## src/hdl/tgyr_pkg.sv

```systemverilog
// types, constants and the colour table of the text glyph to yuv renderer
// no dependencies; used by every module of the block by scoped names

package tgyr_pkg;

  localparam int unsigned FontRows     = 16;
  localparam int unsigned GlyphCount   = 256;
  localparam int unsigned RowSlots     = 16;
  localparam int unsigned SlotW        = $clog2(RowSlots);
  localparam int unsigned CodeW        = $clog2(GlyphCount);
  localparam int unsigned StoreAw      = CodeW + SlotW;
  localparam int unsigned StoreDepth   = GlyphCount * RowSlots;
  localparam int unsigned RowCntW      = $clog2(FontRows);

  localparam int unsigned CellW        = 12;
  localparam int unsigned AttrW        = 8;
  localparam int unsigned NibW         = 4;
  localparam int unsigned PixW         = 8;
  localparam int unsigned AddrW        = 18;
  localparam int unsigned DataW        = 32;
  localparam int unsigned WordsPerRow  = 4;
  localparam int unsigned WordW        = $clog2(WordsPerRow);
  localparam int unsigned DivCntW      = $clog2(CellW);

  localparam int unsigned ColsW        = 7;
  localparam int unsigned StrideW      = 11;
  localparam int unsigned MarginW      = 8;
  localparam int unsigned CfgIdxW      = 2;
  localparam int unsigned CfgDataW     = 11;

  localparam logic [CfgIdxW-1:0] CfgTextColumns = 2'd0;
  localparam logic [CfgIdxW-1:0] CfgStrideWords = 2'd1;
  localparam logic [CfgIdxW-1:0] CfgYMargin     = 2'd2;
  localparam logic [CfgIdxW-1:0] CfgXMargin     = 2'd3;

  localparam logic [ColsW-1:0]   ColsReset    = 7'd80;
  localparam logic [StrideW-1:0] StrideReset  = 11'd320;
  localparam logic [MarginW-1:0] MarginReset  = 8'd0;

  localparam logic [DataW-1:0] LeftMask  = 32'hffff00ff;
  localparam logic [DataW-1:0] RightMask = 32'h0000ff00;

  localparam logic CmdFontWrite = 1'b0;
  localparam logic CmdDraw      = 1'b1;

  typedef struct packed {
    logic               command;
    logic [CellW-1:0]   cell_offset;
    logic [CodeW-1:0]   char_code;
    logic [AttrW-1:0]   attribute;
    logic [SlotW-1:0]   font_row;
    logic [PixW-1:0]    font_bits;
  } in_t;

  typedef struct packed {
    logic [AddrW-1:0]   word_address;
    logic [DataW-1:0]   word_data;
    logic               last_word;
  } out_t;

  typedef struct packed {
    logic               capture;
    logic               font_wr;
    logic               div_step;
    logic               scale;
    logic               mul;
    logic               base;
    logic               load_word;
    logic               row_end;
    logic               last;
    logic [WordW-1:0]   word;
    logic [SlotW-1:0]   rd_row;
  } ctrl_cmd_t;

  function automatic logic [DataW-1:0] colour_lookup(input logic [NibW-1:0] idx);
    logic [DataW-1:0] c;
    unique case (idx)
      4'd0:    c = 32'h00800080;
      4'd1:    c = 32'h1dff1d6b;
      4'd2:    c = 32'h4b554b4a;
      4'd3:    c = 32'h80808080;
      4'd4:    c = 32'h4c544cff;
      4'd5:    c = 32'h3aaa34b5;
      4'd6:    c = 32'h7140718a;
      4'd7:    c = 32'hff80ff80;
      4'd8:    c = 32'h80808080;
      4'd9:    c = 32'hc399c36a;
      4'd10:   c = 32'hd076d074;
      4'd11:   c = 32'h80808080;
      4'd12:   c = 32'h4c544cff;
      4'd13:   c = 32'h3aaa34b5;
      4'd14:   c = 32'he100e194;
      4'd15:   c = 32'hff80ff80;
      default: c = 32'h00800080;
    endcase
    return c;
  endfunction

endpackage

```

## src/hdl/tgyr_ctrl.sv

```systemverilog
// controller of the text glyph to yuv renderer: sequencing fsm and counters
// depends on tgyr_pkg; drives the datapath through tgyr_pkg::ctrl_cmd_t

module tgyr_ctrl (
  input  logic                 clk_i,
  input  logic                 rst_ni,
  input  logic                 in_valid_i,
  input  logic                 in_command_i,
  output logic                 in_ready_o,
  output logic                 out_valid_o,
  input  logic                 out_ready_i,
  output tgyr_pkg::ctrl_cmd_t  cmd_o
);

  localparam logic [2:0] StIdle  = 3'd0;
  localparam logic [2:0] StDiv   = 3'd1;
  localparam logic [2:0] StScale = 3'd2;
  localparam logic [2:0] StMul   = 3'd3;
  localparam logic [2:0] StBase  = 3'd4;
  localparam logic [2:0] StEmit  = 3'd5;

  logic [2:0]                     state_q, state_d;
  logic [tgyr_pkg::DivCntW-1:0]   div_cnt_q, div_cnt_d;
  logic [tgyr_pkg::RowCntW-1:0]   row_q, row_d;
  logic [tgyr_pkg::WordW-1:0]     word_q, word_d;
  logic                           out_valid_q, out_valid_d;
  logic                           last_row, last_word, load;

  assign in_ready_o  = (state_q == StIdle);
  assign out_valid_o = out_valid_q;
  assign last_row    = (row_q == tgyr_pkg::RowCntW'(tgyr_pkg::FontRows - 1));
  assign last_word   = (word_q == tgyr_pkg::WordW'(tgyr_pkg::WordsPerRow - 1));
  assign load        = (state_q == StEmit) && (!out_valid_q || out_ready_i);

  always_comb begin
    state_d   = state_q;
    div_cnt_d = div_cnt_q;
    row_d     = row_q;
    word_d    = word_q;
    cmd_o     = '0;
    cmd_o.word   = word_q;
    cmd_o.rd_row = (state_q == StEmit) ?
                   (tgyr_pkg::SlotW'(row_q) + tgyr_pkg::SlotW'(1)) : '0;
    unique case (state_q)
      StIdle: begin
        if (in_valid_i) begin
          if (in_command_i == tgyr_pkg::CmdDraw) begin
            cmd_o.capture = 1'b1;
            div_cnt_d     = '0;
            state_d       = StDiv;
          end else begin
            cmd_o.font_wr = 1'b1;
          end
        end
      end
      StDiv: begin
        cmd_o.div_step = 1'b1;
        div_cnt_d      = div_cnt_q + tgyr_pkg::DivCntW'(1);
        if (div_cnt_q == tgyr_pkg::DivCntW'(tgyr_pkg::CellW - 1)) begin
          state_d = StScale;
        end
      end
      StScale: begin
        cmd_o.scale = 1'b1;
        state_d     = StMul;
      end
      StMul: begin
        cmd_o.mul = 1'b1;
        state_d   = StBase;
      end
      StBase: begin
        cmd_o.base = 1'b1;
        row_d      = '0;
        word_d     = '0;
        state_d    = StEmit;
      end
      StEmit: begin
        if (load) begin
          cmd_o.load_word = 1'b1;
          cmd_o.last      = last_row && last_word;
          word_d          = word_q + tgyr_pkg::WordW'(1);
          if (last_word) begin
            cmd_o.row_end = 1'b1;
            row_d         = row_q + tgyr_pkg::RowCntW'(1);
            if (last_row) begin
              state_d = StIdle;
            end
          end
        end
      end
      default: begin
        state_d = StIdle;
      end
    endcase
  end

  always_comb begin
    if (load) begin
      out_valid_d = 1'b1;
    end else if (out_ready_i) begin
      out_valid_d = 1'b0;
    end else begin
      out_valid_d = out_valid_q;
    end
  end

  always_ff @(posedge clk_i or negedge rst_ni) begin
    if (!rst_ni) begin
      state_q     <= StIdle;
      div_cnt_q   <= '0;
      row_q       <= '0;
      word_q      <= '0;
      out_valid_q <= 1'b0;
    end else begin
      state_q     <= state_d;
      div_cnt_q   <= div_cnt_d;
      row_q       <= row_d;
      word_q      <= word_d;
      out_valid_q <= out_valid_d;
    end
  end

endmodule

```

## config.mk

```make
export PLATFORM = sky130hd
export DESIGN_NAME = tgyr_ctrl
export DESIGN_NICKNAME = d
export VERILOG_FILES = /design/src/hdl/tgyr_pkg.sv /design/src/hdl/tgyr_ctrl.sv
export SDC_FILE = /design/constraint.sdc
export NUM_CORES = 1
export LEC_CHECK = 0
export ABC_AREA = 1
export BUFFER_PORTS_ARGS = -buffer_cell sky130_fd_sc_hd__buf_2
export CAP_MARGIN = 0
export CORE_MARGIN = 2
export CORE_UTILIZATION = 45
export DETAILED_ROUTE_END_ITERATION = 6
export GPL_TIMING_DRIVEN = 0
export PLACE_DENSITY_LB_ADDON = 0.12
export SETUP_SLACK_MARGIN = 0.3
export SLEW_MARGIN = 20
export SYNTH_ARGS = -nofsm -noshare
export SYNTH_HDL_FRONTEND = slang
export SYNTH_SLANG_ARGS = --single-unit
```

## constraint.sdc

```tcl
create_clock -name clk_i -period 2.9 [get_ports clk_i]
set_input_delay 0.29 -clock clk_i [delete_from_list [all_inputs] [get_ports clk_i]]
set_output_delay 0.29 -clock clk_i [all_outputs]
set_load 0.1 [all_outputs]
```

==> results.yml, run 1 <==
floorplan:
  die_x_um: 48.3
  ios: 22
  dieArea_um2: 2330
  rows: 16
  coreArea_um2: 1900
  start_util_pct: 46.4
  fp.dieH_um: 48.3
clocking:
  cts_resized: 0
  cts_max_path_buffers: 2
  cts_tree: "built"
  clock_sinks: 14
  clkSlewWorstSetupHoldPaths_ps: 80
  clock_latency_ps: 280
  htree_levels: 1
  root_buffer: "clkbuf_4"
  numCtsBuffers: 3
setup_path:
  reg2regPathDepth: 8
  crit_fanout: 7
  crit_buf_inv: 4
  startpoint: "state_q[1]$_DFFE_PN0P_"
  crit_slowest_cell: "dfrtp_1"
  startpoint_type: "flip-flop"
  crit_type: "reg2out"
  cp_top_family: "buffers and inverters"
  crit_required_ps: 2610
  cp.arrival_ps: 1830
  ff2ff_setup_slack_ps: 1470
  reg2reg_from: "row_q[0]$_DFFE_PN0P_"
  worst_path_most_repeated_cell: "inv_1"
  cp.depth: 7
  r2r_end: "state_q[2]$_DFFE_PN0P_"
  path_cells: "inv_1 -> nand2_2 -> nor2_4 -> nand2_4 -> inv_1 -> buf_4 -> buf_2"
  critPathMaxStageDelay_ps: 410
  cp-end-kind: "output port"
placed_design:
  post_dp_cell_area_um2: 1050
  port-buffer-count: 21
  routabilityCongestion: 0.850
  dpl.hpwl_mm: 1.39
yosys:
  syn-num-nets: 129
  ys_seq_area_share_pct: 39.7
  avgSynthCellArea_um2: 7.29
  synth_seq_cells: 14
  yosysTopAreaCell: "dfrtp_1"
  yosysUniqueCellTypes: 22
  synth_largest_type_area_fraction_pct: 39.7
  synth.area.top_cells: "dfrtp_1 (40%), nand2_1 (13%), inv_1 (8.9%)"
  synth_cells: 121
  syn_area_um2: 882
  synth_warnings: 0
run:
  cap_violations: 0
global_route:
  grt_pass1_vias: 635
  grt_max_degree: 15
  grt.overflow.total: 0
  grt_pass1_wl_mm: 2.73
  track_usage_pct: 17.0
  antenna_found_initial: 0
timing:
  tns_ps: 0
  hold_viol_final: 0
  period_minus_slack_ps: 2120
  max_freq_ghz: 0.472
  finClkSkew_ps: 2.44
  max_slew_margin_pct: 67.6
  tightest_slew_ps: 489
  finalHoldWorstSlack_ps: 391
  rsz0062_at_grt: "no"
  slew_viol_final: 0
  period_share_pct: 73.1
  setup_viol: 0
routing:
  postRouteWirelength_mm: 1.79
  vias_per_cell: 4.68
  post_drt_wl_per_cell_um: 10.4
  num_vias: 809
  drt_iter0_drc: 9
  ant_nets: 0
  dr.pass1.iters: 4
  remaining_drc_errors: 0
run_status:
  status: "completed"
final_layout:
  fin_util_pct: 56.7
  final_cell_mix: "nand2_1 (30), inv_1 (21), buf_2 (21)"
  layout-drive-gt1-share_pct: 26.7
  fin_nets: 156
  fin_area_um2: 1080
  num-fill-cells: 190
  antennaDiodeCount: 0
  syn_to_final_growth_pct: 22.3
  final_common_cell: "nand2_1"
hold_path:
  holdPathEnd: "out_valid_o$_DFFE_PN0P_"
  hold_depth: 4
  hold_start: "out_ready_i"
  hold_class: "in2reg"
## layer usage
metal / vias to the layer above / wire length, um / GRT usage [%]
li1: 433 / - / -
met1: 354 / 867 / 23.9
met2: 20 / 819 / 24.2
met3: 2 / 93 / 4.81
met4: 0 / 13 / 7.03
met5: - / 0 / 0
## worst max path at each step
stage / end
final: cmd_o[8]
after CTS: cmd_o[8]
after floorplan: cmd_o[6]
after detailed placement: cmd_o[8]
after global routing: cmd_o[8]
after global placement: cmd_o[8]
## through the flow
stage | setup WS [ps] | cells
final | 781 | 173
after global routing | 637 | 173
after CTS | 773 | 173
after detailed placement | 1090 | 169
after global placement | 1130 | 169
after floorplan | 187 | 121
## repair_timing
item                                   4_1_cts  5_1_grt
buffers inserted                             0        0
hold buffers                                 1        0
endpoints found under the hold margin       14        0
## state kept, by name, indices dropped and copies added (netlist names)
name / cells
row_q: 4
word_q: 2
div_cnt_q: 4
state_q: 3
out_valid_o: 1
## synthesized netlist by cell type
cell,instances
nand2_1,30
a21oi_1,2
nand3_1,8
nand2_2,2
nor2_4,2
nand4_1,2
o21ai_2,1
inv_1,21
or2_1,1
xor2_1,1
buf_4,2
dfrtp_1,14
nand2_4,2
a21oi_2,1
nor3_1,2
nand3b_1,1
o21ai_0,9
nor2_1,12
inv_4,1
o21ai_1,3
ha_1,3
nor4_1,1
## cells by family (layout without fill, tap and decap cells)
group / Yosys count / count (layout) / synth area share, %
and+or+nand+nor: 63 / 63 / 33.8
AOI/OAI and AO/OA: 16 / 16 / 9.93
DFF: 14 / 14 / 39.7
adders and majority gates: 3 / 3 / 4.26
xor gates and xnor gates: 1 / 1 / 0.993
buffers and inverters: 24 / 49 / 11.3
## layout make-up
| type | count | area, um^2 | share of cell area, % |
|---|---|---|---|
| Clock buffer | 3 | 22.5 | 2.09 |
| Tap cell | 27 | 33.8 | 3.13 |
| Buffer | 2 | 15.0 | 1.39 |
| Multi-Input combinational cell | 83 | 457 | 42.3 |
| Timing Repair Buffer | 22 | 115 | 10.7 |
| Sequential cell | 14 | 350 | 32.5 |
| Inverter | 22 | 85.1 | 7.89 |
## worst min-delay path, delay by kind of cell
family,cells,cell delay (ps)
and+or+nand+nor,2,230
buffers and inverters,2,100
Power of run 1 is left out: the tool's default activity adds up to more than one toggle a clock period on the data nets, which glitch-free logic cannot reach.
==> run 2, diff against run 1 <==
Clock period 2.9 ns to 1.85 ns, I/O delays scaled along.
==> run 2 against run 1 <==
Global-route usage up 6.7 points. Hold slack got worse by 160 ps. Final area up 47%. Register-to-register slack got worse by 1300 ps. Via count increased by 23%.
==> results.yml, run 2 (synthesis gave the netlist of run 1 again) <==
floorplan:
  dieArea_um2: 2330
  die_x_um: 48.3
  start_util_pct: 46.4
  coreArea_um2: 1900
  fp.dieH_um: 48.3
  ios: 22
  rows: 16
final_layout:
  fin_area_um2: 1580
  seq_area_um2: 363
  instances_no_fill: 199
  fin_nets: 181
  antennaDiodeCount: 0
  layout-drive-gt1-share_pct: 51.2
  num-fill-cells: 101
  largestRegisters: "div_cnt_q (4), row_q (4), state_q (3)"
  syn_to_final_growth_pct: 79.3
  multi_input_area_um2: 533
  final_common_cell: "nand2_1"
  final_cell_mix: "nand2_1 (25), buf_4 (24), inv_1 (14)"
run:
  cap_violations: 0
setup_path:
  r2r_end: "state_q[0]$_DFFE_PN0P_"
  crit_fanout: 5
  reg2regPathDepth: 10
  reg2reg_from: "state_q[1]$_DFFE_PN0P_"
  cp-end-kind: "output port"
  crit_type: "reg2out"
  ff2ff_setup_slack_ps: 150
  cp.arrival_ps: 1590
  startpoint_type: "flip-flop"
  crit_required_ps: 1660
clocking:
  clock_sinks: 14
  cts_tree: "built"
  htree_levels: 1
  clkSlewWorstSetupHoldPaths_ps: 90
  cts_max_path_buffers: 2
  root_buffer: "clkbuf_4"
  numCtsBuffers: 3
  clock_latency_ps: 290
global_route:
  track_usage_pct: 23.6
  grt_max_degree: 15
  grt.overflow.total: 0
  grt_pass1_vias: 862
  antenna_found_initial: 0
  grt_pass1_wl_mm: 3.80
hold_path:
  hold_start: "out_ready_i"
  hold_class: "in2reg"
  holdPathEnd: "out_valid_o$_DFFE_PN0P_"
  hold_depth: 4
routing:
  dr.pass1.iters: 4
  drt_iter0_drc: 14
  post_drt_wl_per_cell_um: 13.7
  num_vias: 993
  ant_nets: 0
  postRouteWirelength_mm: 2.73
  vias_per_cell: 4.99
  remaining_drc_errors: 0
placed_design:
  place_inst: 169
  place_ws_ps: 27.4
  dpl.hpwl_mm: 1.39
  routabilityCongestion: 0.851
  port-buffer-count: 21
  post_dp_cell_area_um2: 1100
timing:
  fin_ws_ps: 78.1
  rsz0062_at_grt: "yes"
  period_share_pct: 95.8
  finClkSkew_ps: 0.760
  slew_viol_final: 0
  max_freq_ghz: 0.564
  hold_viol_final: 0
  tightest_slew_ps: 484
  period_minus_slack_ps: 1770
  max_slew_margin_pct: 67.9
  finalHoldWorstSlack_ps: 235
  setup_viol: 0
run_status:
  status: "completed"
-- run 2: cell count changes in the layout (fill, tap and decap cells not counted), moves of 4 or more --
cell,previous run,this run
buf_12,0,10
dfrtp_1,14,10
nand2_1,30,25
buf_6,0,5
clkinvlp_4,0,5
buf_4,2,24
inv_1,21,14
buf_2,21,7
nor2_1,10,6
-- run 2: worst max-delay path, stage by stage (launching register included) --
cell	delay, ps
dfrtp_1	430
inv_2	110
nand2_4	70
nor2_4	180
buf_4	150
buf_6	90
nand2_4	40
clkinvlp_4	70
buf_12	160
-- run 2: timing repair --
action,in CTS,in global routing
pin swaps,6,2
hold buffers,1,0
endpoints found under the setup margin,13,20
gates resized for setup,58,12
buffers inserted,21,4
hold endpoints to repair,14,0
-- run 2: per-stage QoR --
step	util, %	TNS, ps
finish	83.2	0
global route	83.2	-27.0
CTS	79.4	0
detailed placement	58.0	0
global placement	58.0	0
floorplan	-	-856
-- run 2: worst max path at each step --
stage                             end              startpoint  slack (ps)  cells past startpoint
2_1_floorplan  state_q[1]$_DFFE_PN0P_  state_q[2]$_DFFE_PN0P_        -270                      4
3_3_place_gp                 cmd_o[6]  state_q[1]$_DFFE_PN0P_          60                      6
3_5_place_dp                 cmd_o[6]  state_q[1]$_DFFE_PN0P_          30                      6
4_1_cts                      cmd_o[0]  state_q[1]$_DFFE_PN0P_         140                      6
5_1_grt                      cmd_o[6]  state_q[1]$_DFFE_PN0P_         -30                      6
6_report                     cmd_o[1]  state_q[1]$_DFFE_PN0P_          80                      8
-- run 2: layout make-up --
class | count | area share (%)
inverters | 22 | 6.57
flip-flops and latches | 14 | 22.9
clock buffers | 4 | 2.29
well taps | 27 | 2.14
multi-input cells | 83 | 33.7
plain buffers | 2 | 1.19
repair buffers | 47 | 31.2
-- run 2: per-layer routing --
layer,GRT usage [%],wire length (um),up-vias,share of wire (%)
met5,0,0,-,0
met4,10.8,71,0,2.6
met3,3.70,118,8,4.3
met2,36.8,1400,38,51
met1,32.0,1140,461,42
li1,-,-,486,-
Power of run 2 is left out for the same reason.
==> run 3, diff against run 2 <==
Settings changed: BUFFER_PORTS_ARGS -buffer_cell sky130_fd_sc_hd__buf_2 to -buffer_cell sky130_fd_sc_hd__buf_4, REMOVE_ABC_BUFFERS set to 1.
==> run 3 against run 2 <==
Maximum frequency up 0.56%. Sequential cell count unchanged. Highest routed layer unchanged. Sequential share of layout area up 1.8 points. Clock-buffer cell count unchanged. Critical path type unchanged. Wire length down 11%. Worst setup slack better by 9.9 ps. Clock skew up 8.9 ps. Final area down 9.6%. Critical endpoint is now cmd_o[6]. Cell count down 6.5%.
==> results.yml, run 3 (synthesis gave the netlist of run 1 again) <==
final_layout:
  num-fill-cells: 138
  final_cell_mix: "nand2_1 (27), buf_4 (19), inv_1 (15)"
  antennaDiodeCount: 0
  syn_to_final_growth_pct: 62.1
  largestRegisters: "div_cnt_q (4), row_q (4), state_q (3)"
  fin_nets: 168
  layout-drive-gt1-share_pct: 43.4
  final_common_cell: "nand2_1"
setup_path:
  startpoint: "word_q[0]$_DFFE_PN0P_"
  reg2reg_from: "state_q[1]$_DFFE_PN0P_"
  ff2ff_setup_slack_ps: 320
  crit_type: "reg2out"
  r2r_end: "row_q[3]$_DFFE_PN0P_"
  reg2regPathDepth: 10
  startpoint_type: "flip-flop"
  crit_required_ps: 1660
  cp.arrival_ps: 1580
  crit_fanout: 4
  cp-end-kind: "output port"
  cp-endpoint: "cmd_o[6]"
routing:
  post_drt_wl_per_cell_um: 13.0
  drt_iter0_drc: 21
  remaining_drc_errors: 0
  postRouteWirelength_mm: 2.43
  num_vias: 911
  ant_nets: 0
  vias_per_cell: 4.90
  dr.pass1.iters: 4
hold_path:
  hold_class: "in2async"
floorplan:
  start_util_pct: 46.4
  dieArea_um2: 2330
  coreArea_um2: 1900
  die_x_um: 48.3
  ios: 22
  rows: 16
  fp.dieH_um: 48.3
timing:
  max_freq_ghz: 0.568
  max_slew_margin_pct: 81.2
  hold_viol_final: 0
  period_share_pct: 95.2
  tightest_slew_ps: 285
  slew_viol_final: 0
  period_minus_slack_ps: 1760
  finalHoldWorstSlack_ps: 273
  setup_viol: 0
  finClkSkew_ps: 9.66
  rsz0062_at_grt: "yes"
clocking:
  htree_levels: 1
  clock_latency_ps: 290
  cts_max_path_buffers: 2
  clkSlewWorstSetupHoldPaths_ps: 100
  root_buffer: "clkbuf_4"
  clock_sinks: 14
  numCtsBuffers: 3
  cts_tree: "built"
global_route:
  grt_pass1_vias: 782
  grt_max_degree: 15
  grt_pass1_wl_mm: 3.30
  antenna_found_initial: 0
  track_usage_pct: 21.4
  grt.overflow.total: 0
placed_design:
  port-buffer-count: 21
  dpl.hpwl_mm: 1.40
  routabilityCongestion: 0.880
run_status:
  status: "completed"
run:
  cap_violations: 0
[run 3: routing by layer]
layer | share of wire, % | vias to the layer above | wire length [um] | track usage [%]
li1 | - | 456 | - | -
met1 | 45 | 427 | 1080 | 25.8
met2 | 50 | 22 | 1200 | 34.2
met3 | 3.7 | 6 | 90 | 4.07
met4 | 2.0 | 0 | 49 | 14.6
met5 | 0 | - | 0 | 0
[run 3: worst min path at each step]
| stage | depth (start not counted) | slack [ps] | startpoint | to |
|---|---|---|---|---|
| CTS | 4 | 240 | out_ready_i | out_valid_o$_DFFE_PN0P_ |
| floorplan | 0 | -110 | rst_ni | div_cnt_q[0]$_DFFE_PN0P_ |
| global route | 2 | 300 | rst_ni | row_q[2]$_DFFE_PN0P_ |
| global placement | 1 | 50 | rst_ni | row_q[2]$_DFFE_PN0P_ |
| detailed placement | 1 | 50 | rst_ni | row_q[2]$_DFFE_PN0P_ |
| finish | 2 | 270 | rst_ni | word_q[0]$_DFFE_PN0P_ |
[run 3: worst max-delay path, stage by stage, from the launching register on]
cell and delay [ps]:
dfrtp_1 420, ha_2 210, inv_1 100, nor4_4 290
buf_6 260
[run 3: through the flow]
stage / setup WS [ps] / cell area [um^2] / util, % / instances / setup TNS (ps)
after floorplan: -2560 / 867 / - / 119 / -7370
after global placement: 217 / 1060 / 55.7 / 167 / 0
after detailed placement: 145 / 1060 / 55.7 / 167 / 0
after CTS: 105 / 1290 / 67.9 / 181 / 0
after global routing: 38.7 / 1430 / 75.2 / 186 / 0
final: 88.0 / 1430 / 75.2 / 186 / 0
[run 3: what timing repair did]
action                                  CTS  global route
endpoints found under the setup margin   13            19
hold buffers                              1             0
setup buffers                             9             5
pin swaps                                 1             5
resized for setup                        34            28
endpoints found under the hold margin    14             0
[run 3: area by class of cell]
| cell class | instances | area [um^2] | share of cell area (%) |
|---|---|---|---|
| flip-flops and latches | 14 | 354 | 24.8 |
| inverters | 22 | 90.1 | 6.30 |
| well taps | 27 | 33.8 | 2.36 |
| multi-input cells | 83 | 513 | 35.9 |
| repair buffers | 36 | 403 | 28.2 |
| clock buffers | 4 | 36.3 | 2.54 |
Power of run 3 is left out for the same reason.
